File: config.mk
export PLATFORM = sky130hd
export DESIGN_NAME = multichannel_duty_ramp
export DESIGN_NICKNAME = d
export VERILOG_FILES = /design/src/rtl/core/mdr_pkg.sv /design/src/rtl/core/mdr_cell.sv /design/src/rtl/core/mdr_step.sv /design/src/rtl/core/multichannel_duty_ramp.sv
export SDC_FILE = /design/constraint.sdc
export NUM_CORES = 1
export LEC_CHECK = 0
export BUFFER_PORTS_ARGS = -buffer_cell sky130_fd_sc_hd__buf_2
export CAP_MARGIN = 30
export CORE_MARGIN = 2
export CORE_UTILIZATION = 42
export CTS_CLUSTER_SIZE = 20
export DETAILED_ROUTE_END_ITERATION = 10
export SLEW_MARGIN = 20
export SYNTH_ARGS = -nofsm -noshare
export SYNTH_HDL_FRONTEND = slang
export SYNTH_SLANG_ARGS = --single-unit
File: constraint.sdc
create_clock -name aclk -period 6.85 [get_ports aclk]
set_input_delay 1.0275 -clock aclk [delete_from_list [all_inputs] [get_ports aclk]]
set_output_delay 1.0275 -clock aclk [all_outputs]
set_load 0.01 [all_outputs]
File: src/rtl/core/mdr_pkg.sv
// Shared types, constants and the step function of the duty ramp block.
`timescale 1ns / 1ps
package mdr_pkg;

    localparam int NUM_CHANNELS = 12;
    localparam int DUTY_WIDTH   = 13;
    localparam int CNT_W        = $clog2(NUM_CHANNELS);

    localparam int OP_W       = 3;
    localparam int CH_W       = 4;
    localparam int SP_W       = 8;
    localparam int GAIN_W     = 8;
    localparam int STOP_W     = 13;
    localparam int OUT_DUTY_W = 13;
    localparam int CFG_IDX_W  = 2;
    localparam int CFG_DATA_W = 13;
    localparam int S_DATA_W   = 16;
    localparam int M_DATA_W   = 24;

    localparam int SETPOINT_SCALE = 24;
    localparam logic [DUTY_WIDTH-1:0] RESET_DUTY = DUTY_WIDTH'(3000);
    localparam logic [GAIN_W-1:0]     BASE_STEP  = GAIN_W'(1);
    localparam logic [GAIN_W-1:0]     RESET_GAIN = GAIN_W'(1);
    localparam logic [STOP_W-1:0]     RESET_STOP = STOP_W'(3000);

    typedef enum logic [OP_W-1:0] {
        OP_WRITE = 3'd0,
        OP_SYNC  = 3'd1,
        OP_TICK  = 3'd2,
        OP_START = 3'd3,
        OP_STOP  = 3'd4
    } op_t;

    typedef enum logic [CFG_IDX_W-1:0] {
        CFG_GAIN_FIRST  = 2'd0,
        CFG_GAIN_SECOND = 2'd1,
        CFG_STOP_DUTY   = 2'd2
    } cfg_idx_t;

    typedef struct packed {
        logic [SP_W-1:0]       staged;
        logic [DUTY_WIDTH-1:0] target;
        logic [DUTY_WIDTH-1:0] duty;
        logic                  enable;
    } chan_t;

    typedef struct packed {
        logic              shift;
        logic              sync;
        logic              start;
        logic              stop;
        logic [STOP_W-1:0] stop_duty;
    } ctrl_t;

    function automatic logic [DUTY_WIDTH-1:0] step_toward(
        input logic [DUTY_WIDTH-1:0] cur,
        input logic [DUTY_WIDTH-1:0] tgt,
        input logic [GAIN_W-1:0]     step
    );
        logic [DUTY_WIDTH:0]   up;
        logic [DUTY_WIDTH-1:0] diff;
        logic [DUTY_WIDTH-1:0] res;
        up   = {1'b0, cur} + (DUTY_WIDTH+1)'(step);
        diff = cur - tgt;
        res  = cur;
        if (tgt > cur) begin
            res = (up > {1'b0, tgt}) ? tgt : up[DUTY_WIDTH-1:0];
        end else if (tgt < cur) begin
            res = (diff <= DUTY_WIDTH'(step)) ? tgt : cur - DUTY_WIDTH'(step);
        end
        return res;
    endfunction

endpackage

File: src/rtl/core/mdr_cell.sv
// One channel cell of the state ring: staged setpoint, target, duty and enable.
`timescale 1ns / 1ps
module mdr_cell (
    input  logic                            aclk,
    input  logic                            aresetn,
    input  mdr_pkg::ctrl_t                  ctrl,
    input  logic                            wr_en,
    input  logic [mdr_pkg::SP_W-1:0]        setpoint,
    input  mdr_pkg::chan_t                  shift_in,
    output mdr_pkg::chan_t                  state
);

    mdr_pkg::chan_t state_reg;
    mdr_pkg::chan_t state_next;
    logic [mdr_pkg::SP_W+4:0] scaled;

    assign scaled = (mdr_pkg::SP_W+5)'(state_reg.staged)
                  * (mdr_pkg::SP_W+5)'(mdr_pkg::SETPOINT_SCALE);

    always_comb begin
        state_next = state_reg;
        if (ctrl.shift) begin
            state_next = shift_in;
        end else begin
            if (wr_en) begin
                state_next.staged = setpoint;
            end
            if (ctrl.sync) begin
                state_next.target = mdr_pkg::DUTY_WIDTH'(scaled);
            end
            if (ctrl.start) begin
                state_next.enable = 1'b1;
            end
            if (ctrl.stop) begin
                state_next.enable = 1'b0;
                state_next.target = mdr_pkg::DUTY_WIDTH'(ctrl.stop_duty);
            end
        end
    end

    always_ff @(posedge aclk) begin
        if (!aresetn) begin
            state_reg.staged <= '0;
            state_reg.target <= mdr_pkg::RESET_DUTY;
            state_reg.duty   <= mdr_pkg::RESET_DUTY;
            state_reg.enable <= 1'b0;
        end else begin
            state_reg <= state_next;
        end
    end

    assign state = state_reg;

endmodule

File: src/rtl/core/mdr_step.sv
// Ramp step stage at the head of the ring: steps the head channel toward its target.
`timescale 1ns / 1ps
module mdr_step (
    input  mdr_pkg::chan_t                 head,
    input  logic [mdr_pkg::CNT_W-1:0]      idx,
    input  logic [mdr_pkg::GAIN_W-1:0]     gain_first,
    input  logic [mdr_pkg::GAIN_W-1:0]     gain_second,
    output mdr_pkg::chan_t                 stepped
);

    logic [mdr_pkg::GAIN_W-1:0] step;

    always_comb begin
        case (idx)
            mdr_pkg::CNT_W'(0): step = gain_first;
            mdr_pkg::CNT_W'(1): step = gain_second;
            default:            step = mdr_pkg::BASE_STEP;
        endcase
    end

    always_comb begin
        stepped      = head;
        stepped.duty = mdr_pkg::step_toward(head.duty, head.target, step);
    end

endmodule

File: src/rtl/core/multichannel_duty_ramp.sv
// Top level of the multichannel PWM duty slew-rate limiter.
//
//  channel   direction  fields (lowest bit first)              transfer
//  s_axis    in         tdata: op[2:0] channel[6:3] setpoint[14:7]  tvalid & tready
//  m_axis    out        tdata: out_channel[3:0] duty[16:4] enabled[17]; tlast: last
//  cfg       in         cfg_index, cfg_wdata                   cfg_wr_en
//
//  Write, sync, start and stop update the cells as they are accepted and do not make the block busy.
//  A tick rotates the cell ring once, one result per cycle while the output is not stalled.
//  s_tready is low while the ring rotates; the next item is taken after the last result.
//  A stalled output register holds the ring in place.
//  Reset is synchronous and restores all channel state and the control and config registers, not the output data.
`timescale 1ns / 1ps
module multichannel_duty_ramp (
    input  logic                              aclk,
    input  logic                              aresetn,
    input  logic                              s_tvalid,
    output logic                              s_tready,
    input  logic [mdr_pkg::S_DATA_W-1:0]      s_tdata,   // op, channel, setpoint
    output logic                              m_tvalid,
    input  logic                              m_tready,
    output logic [mdr_pkg::M_DATA_W-1:0]      m_tdata,   // out_channel, duty, enabled
    output logic                              m_tlast,
    input  logic                              cfg_wr_en,
    input  logic [mdr_pkg::CFG_IDX_W-1:0]     cfg_index,
    input  logic [mdr_pkg::CFG_DATA_W-1:0]    cfg_wdata
);

    localparam int N = mdr_pkg::NUM_CHANNELS;

    logic [mdr_pkg::GAIN_W-1:0] gain_first_reg;
    logic [mdr_pkg::GAIN_W-1:0] gain_second_reg;
    logic [mdr_pkg::STOP_W-1:0] stop_duty_reg;

    logic                       busy_reg, busy_next;
    logic [mdr_pkg::CNT_W-1:0]  cnt_reg, cnt_next;
    logic                       m_valid_reg, m_valid_next;
    logic [mdr_pkg::CH_W-1:0]   out_ch_reg;
    logic [mdr_pkg::OUT_DUTY_W-1:0] out_duty_reg;
    logic                       out_en_reg;
    logic                       out_last_reg;

    logic [mdr_pkg::OP_W-1:0]   in_op;
    logic [mdr_pkg::CH_W-1:0]   in_ch;
    logic [mdr_pkg::SP_W-1:0]   in_sp;
    logic                       accept;
    logic                       adv;
    logic                       walk;
    logic                       walk_end;

    mdr_pkg::ctrl_t             ctrl;
    mdr_pkg::chan_t             cells [N];
    mdr_pkg::chan_t             stepped;

    assign in_op = s_tdata[2:0];
    assign in_ch = s_tdata[6:3];
    assign in_sp = s_tdata[14:7];

    assign s_tready = !busy_reg;
    assign accept   = s_tvalid && s_tready;
    assign adv      = !m_valid_reg || m_tready;
    assign walk     = busy_reg && adv;
    assign walk_end = walk && (cnt_reg == mdr_pkg::CNT_W'(N - 1));

    always_comb begin
        ctrl.shift     = walk;
        ctrl.sync      = accept && (in_op == mdr_pkg::OP_SYNC);
        ctrl.start     = accept && (in_op == mdr_pkg::OP_START);
        ctrl.stop      = accept && (in_op == mdr_pkg::OP_STOP);
        ctrl.stop_duty = stop_duty_reg;
    end

    genvar gi;
    generate
        for (gi = 0; gi < N; gi++) begin : g_cell
            logic wr_hit;
            assign wr_hit = accept && (in_op == mdr_pkg::OP_WRITE) && (32'(in_ch) == gi);
            mdr_cell u_cell (
                .aclk     (aclk),
                .aresetn  (aresetn),
                .ctrl     (ctrl),
                .wr_en    (wr_hit),
                .setpoint (in_sp),
                .shift_in ((gi == N - 1) ? stepped : cells[(gi + 1) % N]),
                .state    (cells[gi])
            );
        end
    endgenerate

    mdr_step u_step (
        .head        (cells[0]),
        .idx         (cnt_reg),
        .gain_first  (gain_first_reg),
        .gain_second (gain_second_reg),
        .stepped     (stepped)
    );

    always_comb begin
        busy_next = busy_reg;
        cnt_next  = cnt_reg;
        if (walk) begin
            cnt_next = cnt_reg + mdr_pkg::CNT_W'(1);
            if (walk_end) begin
                busy_next = 1'b0;
                cnt_next  = '0;
            end
        end else if (accept && (in_op == mdr_pkg::OP_TICK)) begin
            busy_next = 1'b1;
            cnt_next  = '0;
        end
    end

    always_comb begin
        m_valid_next = m_valid_reg;
        if (walk) begin
            m_valid_next = 1'b1;
        end else if (m_tready) begin
            m_valid_next = 1'b0;
        end
    end

    always_ff @(posedge aclk) begin
        if (!aresetn) begin
            busy_reg        <= 1'b0;
            cnt_reg         <= '0;
            m_valid_reg     <= 1'b0;
            gain_first_reg  <= mdr_pkg::RESET_GAIN;
            gain_second_reg <= mdr_pkg::RESET_GAIN;
            stop_duty_reg   <= mdr_pkg::RESET_STOP;
        end else begin
            busy_reg    <= busy_next;
            cnt_reg     <= cnt_next;
            m_valid_reg <= m_valid_next;
            if (cfg_wr_en) begin
                case (cfg_index)
                    mdr_pkg::CFG_GAIN_FIRST:  gain_first_reg  <= cfg_wdata[7:0];
                    mdr_pkg::CFG_GAIN_SECOND: gain_second_reg <= cfg_wdata[7:0];
                    mdr_pkg::CFG_STOP_DUTY:   stop_duty_reg   <= cfg_wdata;
                    default:                  ;
                endcase
            end
        end
    end

    always_ff @(posedge aclk) begin
        if (walk) begin
            out_ch_reg   <= mdr_pkg::CH_W'(cnt_reg);
            out_duty_reg <= stepped.duty[mdr_pkg::OUT_DUTY_W-1:0];
            out_en_reg   <= stepped.enable;
            out_last_reg <= walk_end;
        end
    end

    assign m_tvalid = m_valid_reg;
    assign m_tlast  = out_last_reg;
    assign m_tdata  = {6'b0, out_en_reg, out_duty_reg, out_ch_reg};

`ifndef SYNTH
    a_last_is_top: assert property (@(posedge aclk) disable iff (!aresetn)
        (m_tvalid && m_tlast) |-> (32'(out_ch_reg) == N - 1))
        else $error("tlast on a channel other than the highest");

    a_tick_starts_walk: assert property (@(posedge aclk) disable iff (!aresetn)
        (accept && (in_op == mdr_pkg::OP_TICK)) |=> (busy_reg && (cnt_reg == '0)))
        else $error("tick did not start the ring walk");

    a_idle_count: assert property (@(posedge aclk) disable iff (!aresetn)
        !busy_reg |-> (cnt_reg == '0))
        else $error("walk counter nonzero while idle");

    a_stall_holds_ring: assert property (@(posedge aclk) disable iff (!aresetn)
        (m_tvalid && !m_tready) |=> $stable(cnt_reg))
        else $error("ring advanced while the output was stalled");
`endif

endmodule

==> run metrics, run 1 <==
max-cap viol count 0; pin count of the biggest net entering global routing 249; mean instance size in the synthesized netlist 8.36 um^2; placed wire-length estimate after detailed placement 45800 um; via count 20900; First-pass DRT Iterations 5; Synth Flop Type dfxtp_1; kind of end point of the critical path flip-flop; CP Launch Type flip-flop; cell area power density 262 nW/um^2; multi-input logic area 13800 um^2; share of synthesized area occupied by flip-flops and latches 0.393; number of stages on the worst setup path 20; starting density of the core 0.426; Power Total 7.19 mW; number of buffers inserted by hold repair at cts 0; Final setup violation count 0; Hold Violations, Final 0; Worst Path Class, Setup reg2reg; Async S/R FF share, synth 0; last element of the critical path g_cell[11].u_cell.state[7]; slowest cell on the critical path o311ai_0; Worst Path Required 7.35 ns; final-stage net count 3089; CTS tree done; via count of the first global-routing pass 19900; Seq. cell area 9680 um^2; worst min-delay path category reg2reg; number of design rule violations left after detail routing 0; number of antenna-violating nets in the routed design 0; clock tree root driver cell clkbuf_16; FF-to-FF path depth 20; library cell appearing most often on the critical path o21ai_0; GRT Residual Overflow 0; antenna violations before repair 2; number of enable-type register cells in the synthesized netlist 19; CTS Buf Count 52; cell breakdown of the critical path nor2_1 > o21ai_0 > a221o_1 > ha_1 > nor2b_1 > o311ai_0 > a21oi_1 > o41a_1 > xnor2_1 > ha_1 > a21oi_1 > nor2b_1 > o21ai_0 > o2111ai_1 > a22o_1 > buf_6 > mux2_2 > o21ai_0 > a21oi_2 > o21ba_1; critical path's largest stage delay 0.63 ns; via density per instance 5.68; Total Routing Usage GR 0.228; boundary pin count 63; reg-to-reg setup timing slack 1.32 ns; number of standard cells after synthesis 2946; fillers 5562; total of cells resized after clock tree synthesis 0; fraction of the cycle the final worst path needs 0.807; Max VDD drop 223 uV; Crit path arrival time 6.03 ns; flip-flop and latch count after synthesis 474; status finished clean; cell taking the most area after synthesis dfxtp_1; clock tree buffer depth 3; RSZ-0062 raised after global routing no; Worst-path clk slew 0.06 ns; overall die area 60600 um^2; post-detailed-routing wire length 69500 um; area added between synthesis and finish 11.4%; total of buffers placed on input and output ports 55; Post-Route Skew 0.0274 ns; fraction of synthesized cell area taken by the top area cell type 0.370; overall die width 246 um; Synth cell types 77; Core ar. 57800 um^2; number of buffers and inverters on the critical path 1; minimum clock period 5.53 ns; worst flop-to-flop path endpoint g_cell[11].u_cell.state[7]; most area-consuming cells after synthesis dfxtp_1, nand2_1, ha_1; Iteration-0 DRC Markers 1765; static leakage 11.5 nW; final number of max-transition violations 0; Slew Limit Headroom 0.254; number of sinks driven by the clock tree 474; die height 246 um; worst setup path startpoint cnt_reg[3]; H-tree levels 2; insertion delay to the later sink of the worst-skew pair 0.62 ns; number of diodes added for antenna fixing 0; reg-to-reg startpoint cnt_reg[3]; global-route wire length before repair 111000 um; number of warnings printed during yosys synthesis 0; Post-CTS Setup Bufs 0; Std-Cell Rows 88; post-DR wirelength/cell 18.9 um; final total negative setup slack 0 ns; Final GP Congestion 0.905; netlist area before placement 24600 um^2; top achievable clock speed 0.181 GHz; kind of cell adding the most delay to the critical path compound AO/OA/AOI/OAI gates; biggest fanout along the worst timing path 11; fraction of layout instances using a drive strength above 1 0.0702; max FFs per register 420; slew at the pin with the worst max-slew slack 1.12 ns
stage by stage:
stage               cells  hold slack (ns)  utilization  setup WS (ns)  instance area [um^2]
global route         3685            0.465        0.475          0.896                 27500
global placement     3580            0.439        0.437           1.25                 25300
floorplan            2951            0.431            -           2.14                 24700
finish               3685            0.451        0.475           1.32                 27500
detailed placement   3584            0.444        0.439           1.19                 25300
CTS                  3681            0.452        0.474           1.21                 27400
cells in the mapped netlist, drive strengths merged (16+ instances only):
cell type and n:
nand2 647, dfxtp 455, clkbuf 194, a21boi 171, o21ai 169, ha 161, a21oi 116, nor2 116
nand3 104, a22oi 97, inv 90, a21o 82, a221oi 63, nor2b 62, xnor2 56, mux2i 30
o2111ai 28, xor2 27, o211a 24, nand2b 21, a31oi 20, edfxtp 19, buf 18, o21bai 16
cell usage in the layout (no fill, tap or decap), drive strengths merged, types with 7 or more instances in the layout:
master and n:
nand2 647, dfxtp 455, a21boi 171, o21ai 169, ha 161, nor2 116, a21oi 116, nand3 104
a22oi 97, inv 91, buf 83, a21o 82, clkbuf 66, a221oi 63, nor2b 62, xnor2 56
mux2i 30, o2111ai 28, xor2 27, o211a 24, nand2b 21, a31oi 20, edfxtp 19, bufinv 17
o21bai 16, o311ai 15, fa 15, a2111oi 14, nor3 13, a211oi 10, clkinv 9, a22o 8
and2 7, o21a 7
worst min-delay path by stage:
| stage | start | endpoint | slack [ns] | depth (start not counted) |
|---|---|---|---|---|
| finish | g_cell[8].u_cell.state[15] | g_cell[7].u_cell.state[15] | 0.45 | 2 |
| global route | g_cell[9].u_cell.state[14] | g_cell[8].u_cell.state[14] | 0.47 | 2 |
| CTS | g_cell[8].u_cell.state[15] | g_cell[7].u_cell.state[15] | 0.45 | 2 |
| detailed placement | g_cell[5].u_cell.state[16] | g_cell[4].u_cell.state[16] | 0.44 | 2 |
| global placement | g_cell[6].u_cell.state[14] | g_cell[5].u_cell.state[14] | 0.44 | 2 |
| floorplan | g_cell[0].u_cell.state[0] | out_en_reg | 0.43 | 0 |
cell families after synthesis:
family                   synth area share
buffers and inverters              0.0476
AO/OA/AOI/OAI                       0.245
flip-flops                          0.393
AND/OR/NAND/NOR                     0.176
adder cells (fa/ha/maj)            0.0940
XOR/XNOR                           0.0295
other                            0.000152
multiplexers                       0.0145
routing by layer:
metal	up-vias	global-route usage	part of all wire	wire length (um)
met2	551	0.354	0.44	30600
met3	144	0.0293	0.056	3870
li1	10200	-	-	-
met4	4	0.0838	0.032	2230
met5	-	0	0.00036	25
met1	10000	0.322	0.47	32800
layout make-up:
type                            instances  area share
Inverter                               90      0.0126
Clock buffer                           65      0.0517
Multi-Input combinational cell       2175       0.504
Tap cell                              765      0.0349
Clock inverter                         32      0.0225
Sequential cell                       474       0.353
Timing Repair Buffer                   84      0.0216
power breakdown:
| group | internal [mW] | leakage (nW) | switching (mW) |
|---|---|---|---|
| clock | 2.11 | 0.982 | 1.20 |
| combinational | 0.319 | 6.64 | 0.587 |
| sequential | 2.90 | 3.88 | 0.0724 |
| total | 5.33 | 11.5 | 1.86 |
worst reg2reg max path: cells and delay by family, from the launching register on:
family                   cells  cell delay, ns
multiplexers                 1            0.27
AO/OA/AOI/OAI               12            3.08
buffers and inverters        1            0.25
adder cells (fa/ha/maj)      2            0.55
XOR/XNOR                     1            0.25
AND/OR/NAND/NOR              3            0.67
flip-flops                   1            0.34
(Power assumes the default switching activity.)
==> inputs of run 2 (changes only) <==
--- a/config.mk
+++ b/config.mk
@@ -5,6 +5,7 @@
 export SDC_FILE = /design/constraint.sdc
 export NUM_CORES = 1
 export LEC_CHECK = 0
+export ABC_AREA = 1
 export BUFFER_PORTS_ARGS = -buffer_cell sky130_fd_sc_hd__buf_2
 export CAP_MARGIN = 30
 export CORE_MARGIN = 2
==> constraint.sdc (replaced) <==
create_clock -name aclk -period 4.9 [get_ports aclk]
set_input_delay 0.735 -clock aclk [delete_from_list [all_inputs] [get_ports aclk]]
set_output_delay 0.735 -clock aclk [all_outputs]
set_load 0.01 [all_outputs]
==> run 2 against run 1 <==
Net effect:
- the flow now finishes with violations (design-rule violations)
- largest power group is now registers
- sequential power increased by 42%
- combinational power increased by 80%
- cell count increased by 17%
- fmax increased by 27%
- setup slack got worse by 0.78 ns
==> run metrics, run 2 <==
status complete, but fails checks; violations in the final reports design-rule violations; list of most frequent post-synthesis cells nand2_1, dfxtp_1, inv_1; Crit path arrival time 4.73 ns (-1.30 ns); Max VDD drop 273 uV (+22%); GRT Residual Overflow 0 (unchanged); clock tree root driver cell clkbuf_16; clock tree buffer depth 3 (unchanged); number of antenna-violating nets in the routed design 0 (unchanged); static leakage 12.2 nW (+6.1%); Switching Fraction 0.294 (+0.0348); antenna violations before repair 0 (-2); number of design rule violations left after detail routing 7 (+7); Worst-path clk slew 0.06 ns (about the same); worst hold slack 0.355 ns (-0.0957 ns); reg-to-reg setup timing slack 0.54 ns (-0.78 ns); Worst Path Class, Setup reg2reg; top achievable clock speed 0.230 GHz (+27%); multi-input logic area 13300 um^2 (-3.8%); Final GP Congestion 0.924 (+2.0%); overall die area 61900 um^2 (+2.1%); share of synthesized area occupied by flip-flops and latches 0.385 (-0.00807); number of enable-type register cells in the synthesized netlist 19 (unchanged); Synth Flop Type dfxtp_1; insertion delay to the later sink of the worst-skew pair 0.62 ns (about the same); post-detailed-routing wire length 69500 um (about the same); Final setup violation count 0 (unchanged); cell with the most instances after synthesis nand2_1; final number of max-transition violations 0 (unchanged); fraction of layout instances using a drive strength above 1 0.0587 (-0.0115); biggest fanout along the worst timing path 14 (+3); number of diodes added for antenna fixing 0 (unchanged); Async S/R FF share, synth 0 (unchanged); Total Routing Usage GR 0.221 (-0.00662); fraction of the cycle the final worst path needs 0.889 (+0.0819); combinational cell fraction of total power 0.168 (+0.042); final total negative setup slack 0 ns (unchanged); cell taking the most area after synthesis dfxtp_1; global-route wire length before repair 112000 um (+1.3%); Worst Path Required 5.28 ns (-2.07 ns); via count 22400 (+7.1%); slowest cell on the critical path ha_1; starting density of the core 0.425 (-0.000812); max FFs per register 420 (unchanged); total net switching power 2.84 mW (+52%); cell area power density 350 nW/um^2 (+34%); Slew Limit Headroom 0.141 (-0.113); mean instance size in the synthesized netlist 7.09 um^2 (-15%); Post-Route Skew 0.0128 ns (-0.0146 ns); Hold EP stop_duty_reg[7]; CTS tree done; reg-to-reg startpoint cnt_reg[1]; cell total after placement 4209 (+17%); number of standard cells after synthesis 3548 (+20%); kind of end point of the critical path flip-flop; via density per instance 5.21 (-8.2%); die height 249 um (+1.0%); area of placed instances 26000 um^2 (+2.4%); post-DR wirelength/cell 16.2 um (-14%); Final Non-Filler Cells 4298 (+17%); critical hold path startpoint cfg_wdata[7]; H-tree levels 2 (unchanged); worst min-delay path category in2reg; fillers 6027 (+8.4%); number of buffers and inverters on the critical path 6 (+5); Iteration-0 DRC Markers 1733 (-1.8%); kind of cell adding the most delay to the critical path simple AND/OR/NAND/NOR gates; FF-to-FF path depth 26 (+30%); via count of the first global-routing pass 20800 (+4.8%); part of the total power dissipated in sequential elements 0.438 (+0.025); Core ar. 59100 um^2 (+2.3%); First-pass DRT Iterations 9 (+4); CTS Buf Count 50 (-3.8%); Final Instance Area 27600 um^2 (+0.52%); overall die width 249 um (+1.0%); boundary pin count 63 (unchanged); Min-Delay Path Depth 3 (+1); most frequent cells in the layout nand2_1, dfxtp_1, inv_1; total of buffers placed on input and output ports 55 (unchanged); minimum clock period 4.36 ns (-1.17 ns); critical path's largest stage delay 0.46 ns (-0.17 ns); flip-flop and latch count after synthesis 474 (unchanged); Hold Violations, Final 0 (unchanged); area added between synthesis and finish 9.71%; placed wire-length estimate after detailed placement 45400 um (-0.92%); number of sinks driven by the clock tree 474 (unchanged); Synth cell types 49 (-36%); netlist area before placement 25200 um^2 (+2.1%); portion of total power attributed to the clock network 0.394 (-0.067); worst flop-to-flop path endpoint out_duty_reg[8]; CP Launch Type flip-flop; Seq. cell area 9680 um^2 (unchanged); most common cell after layout, fill and taps aside nand2_1; pin count of the biggest net entering global routing 210 (-16%); Std-Cell Rows 89 (+1.1%); most area-consuming cells after synthesis dfxtp_1, nand2_1, ha_1; max-cap viol count 0 (unchanged); internal power of the cells 6.83 mW (+28%); final-stage net count 3701 (+20%); RSZ-0062 raised after global routing no; number of warnings printed during yosys synthesis 0 (unchanged); fraction of synthesized cell area taken by the top area cell type 0.362 (-0.00760); final core utilization 0.467 (-0.00825); slew at the pin with the worst max-slew slack 1.29 ns (+0.170 ns)
run 2: changes by cell type after synthesis, sizes merged, moves of 92 or more:
cell    delta
nand2    +355
inv      +275
a21boi   -170
a21oi    +132
nor2     +131
a31oi     +98
a22oi     -97
nand3     +92
run 2: layout make-up:
type / instances / share of cell area
Multi-Input combinational cell: 2508 / 0.483
Sequential cell: 474 / 0.351
Clock inverter: 9 / 0.00594
Clock buffer: 79 / 0.0525
Inverter: 367 / 0.0505
Tap cell: 773 / 0.0350
Timing Repair Buffer: 88 / 0.0227
run 2: worst register-to-register path, delay by kind of cell (launching register included):
| family | cells | cell delay (ns) |
|---|---|---|
| compound gates | 3 | 0.66 |
| xor+xnor | 1 | 0.20 |
| fa+ha+maj | 3 | 0.93 |
| buf+inv | 6 | 0.52 |
| flops | 1 | 0.35 |
| simple gates | 13 | 1.44 |
run 2: how the worst max path moves through the flow:
stage | startpoint | endpoint | depth (start not counted)
after floorplan | cnt_reg[1] | out_duty_reg[8] | 26
after global routing | cnt_reg[1] | out_duty_reg[8] | 25
final | cnt_reg[1] | out_duty_reg[8] | 26
after global placement | cnt_reg[3] | out_duty_reg[8] | 24
after CTS | cnt_reg[3] | out_duty_reg[8] | 24
after detailed placement | cnt_reg[3] | out_duty_reg[8] | 24
run 2: repair_timing:
item,in CTS,in global routing
endpoints found under the hold margin,0,0
buffers inserted,0,0
endpoints found under the setup margin,0,26
gates resized for setup,0,5
hold buffers,0,0
run 2: metrics by stage:
| step | setup WS [ns] | total power [mW] |
|---|---|---|
| floorplan | 1.05 | 5.46 |
| global placement | 0.294 | 5.91 |
| detailed placement | 0.296 | 5.92 |
| CTS | 0.264 | 9.74 |
| global route | 0.0145 | 10.1 |
| finish | 0.545 | 9.66 |
run 2: per-layer routing:
metal | GRT usage | vias to the layer above | wire [um] | part of all wire
met5 | 0 | - | 0 | 0
li1 | - | 11500 | - | -
met1 | 0.305 | 10200 | 32500 | 0.47
met4 | 0.0689 | 0 | 1820 | 0.026
met2 | 0.362 | 515 | 31400 | 0.45
met3 | 0.0256 | 112 | 3780 | 0.054
run 2: cells by family (layout without fill, tap and decap cells):
group                    count (synthesis)  in the layout  share of synthesized area
flip-flops                             474            474                      0.385
other                                    1              6                   0.000149
buffers and inverters                  571            543                     0.0876
XOR/XNOR                                48             48                     0.0167
AND/OR/NAND/NOR                       1515           1515                      0.243
adder cells (fa/ha/maj)                176            176                     0.0920
AO/OA/AOI/OAI                          763            763                      0.175
run 2: power by group through the flow:
stage | Clock, mW | Combinational, mW | Sequential [mW]
after floorplan | 0 | 1.19 | 4.27
after global placement | 0 | 1.60 | 4.31
after detailed placement | 0 | 1.61 | 4.31
after CTS | 3.89 | 1.61 | 4.23
after global routing | 4.04 | 1.84 | 4.25
final | 3.81 | 1.63 | 4.23
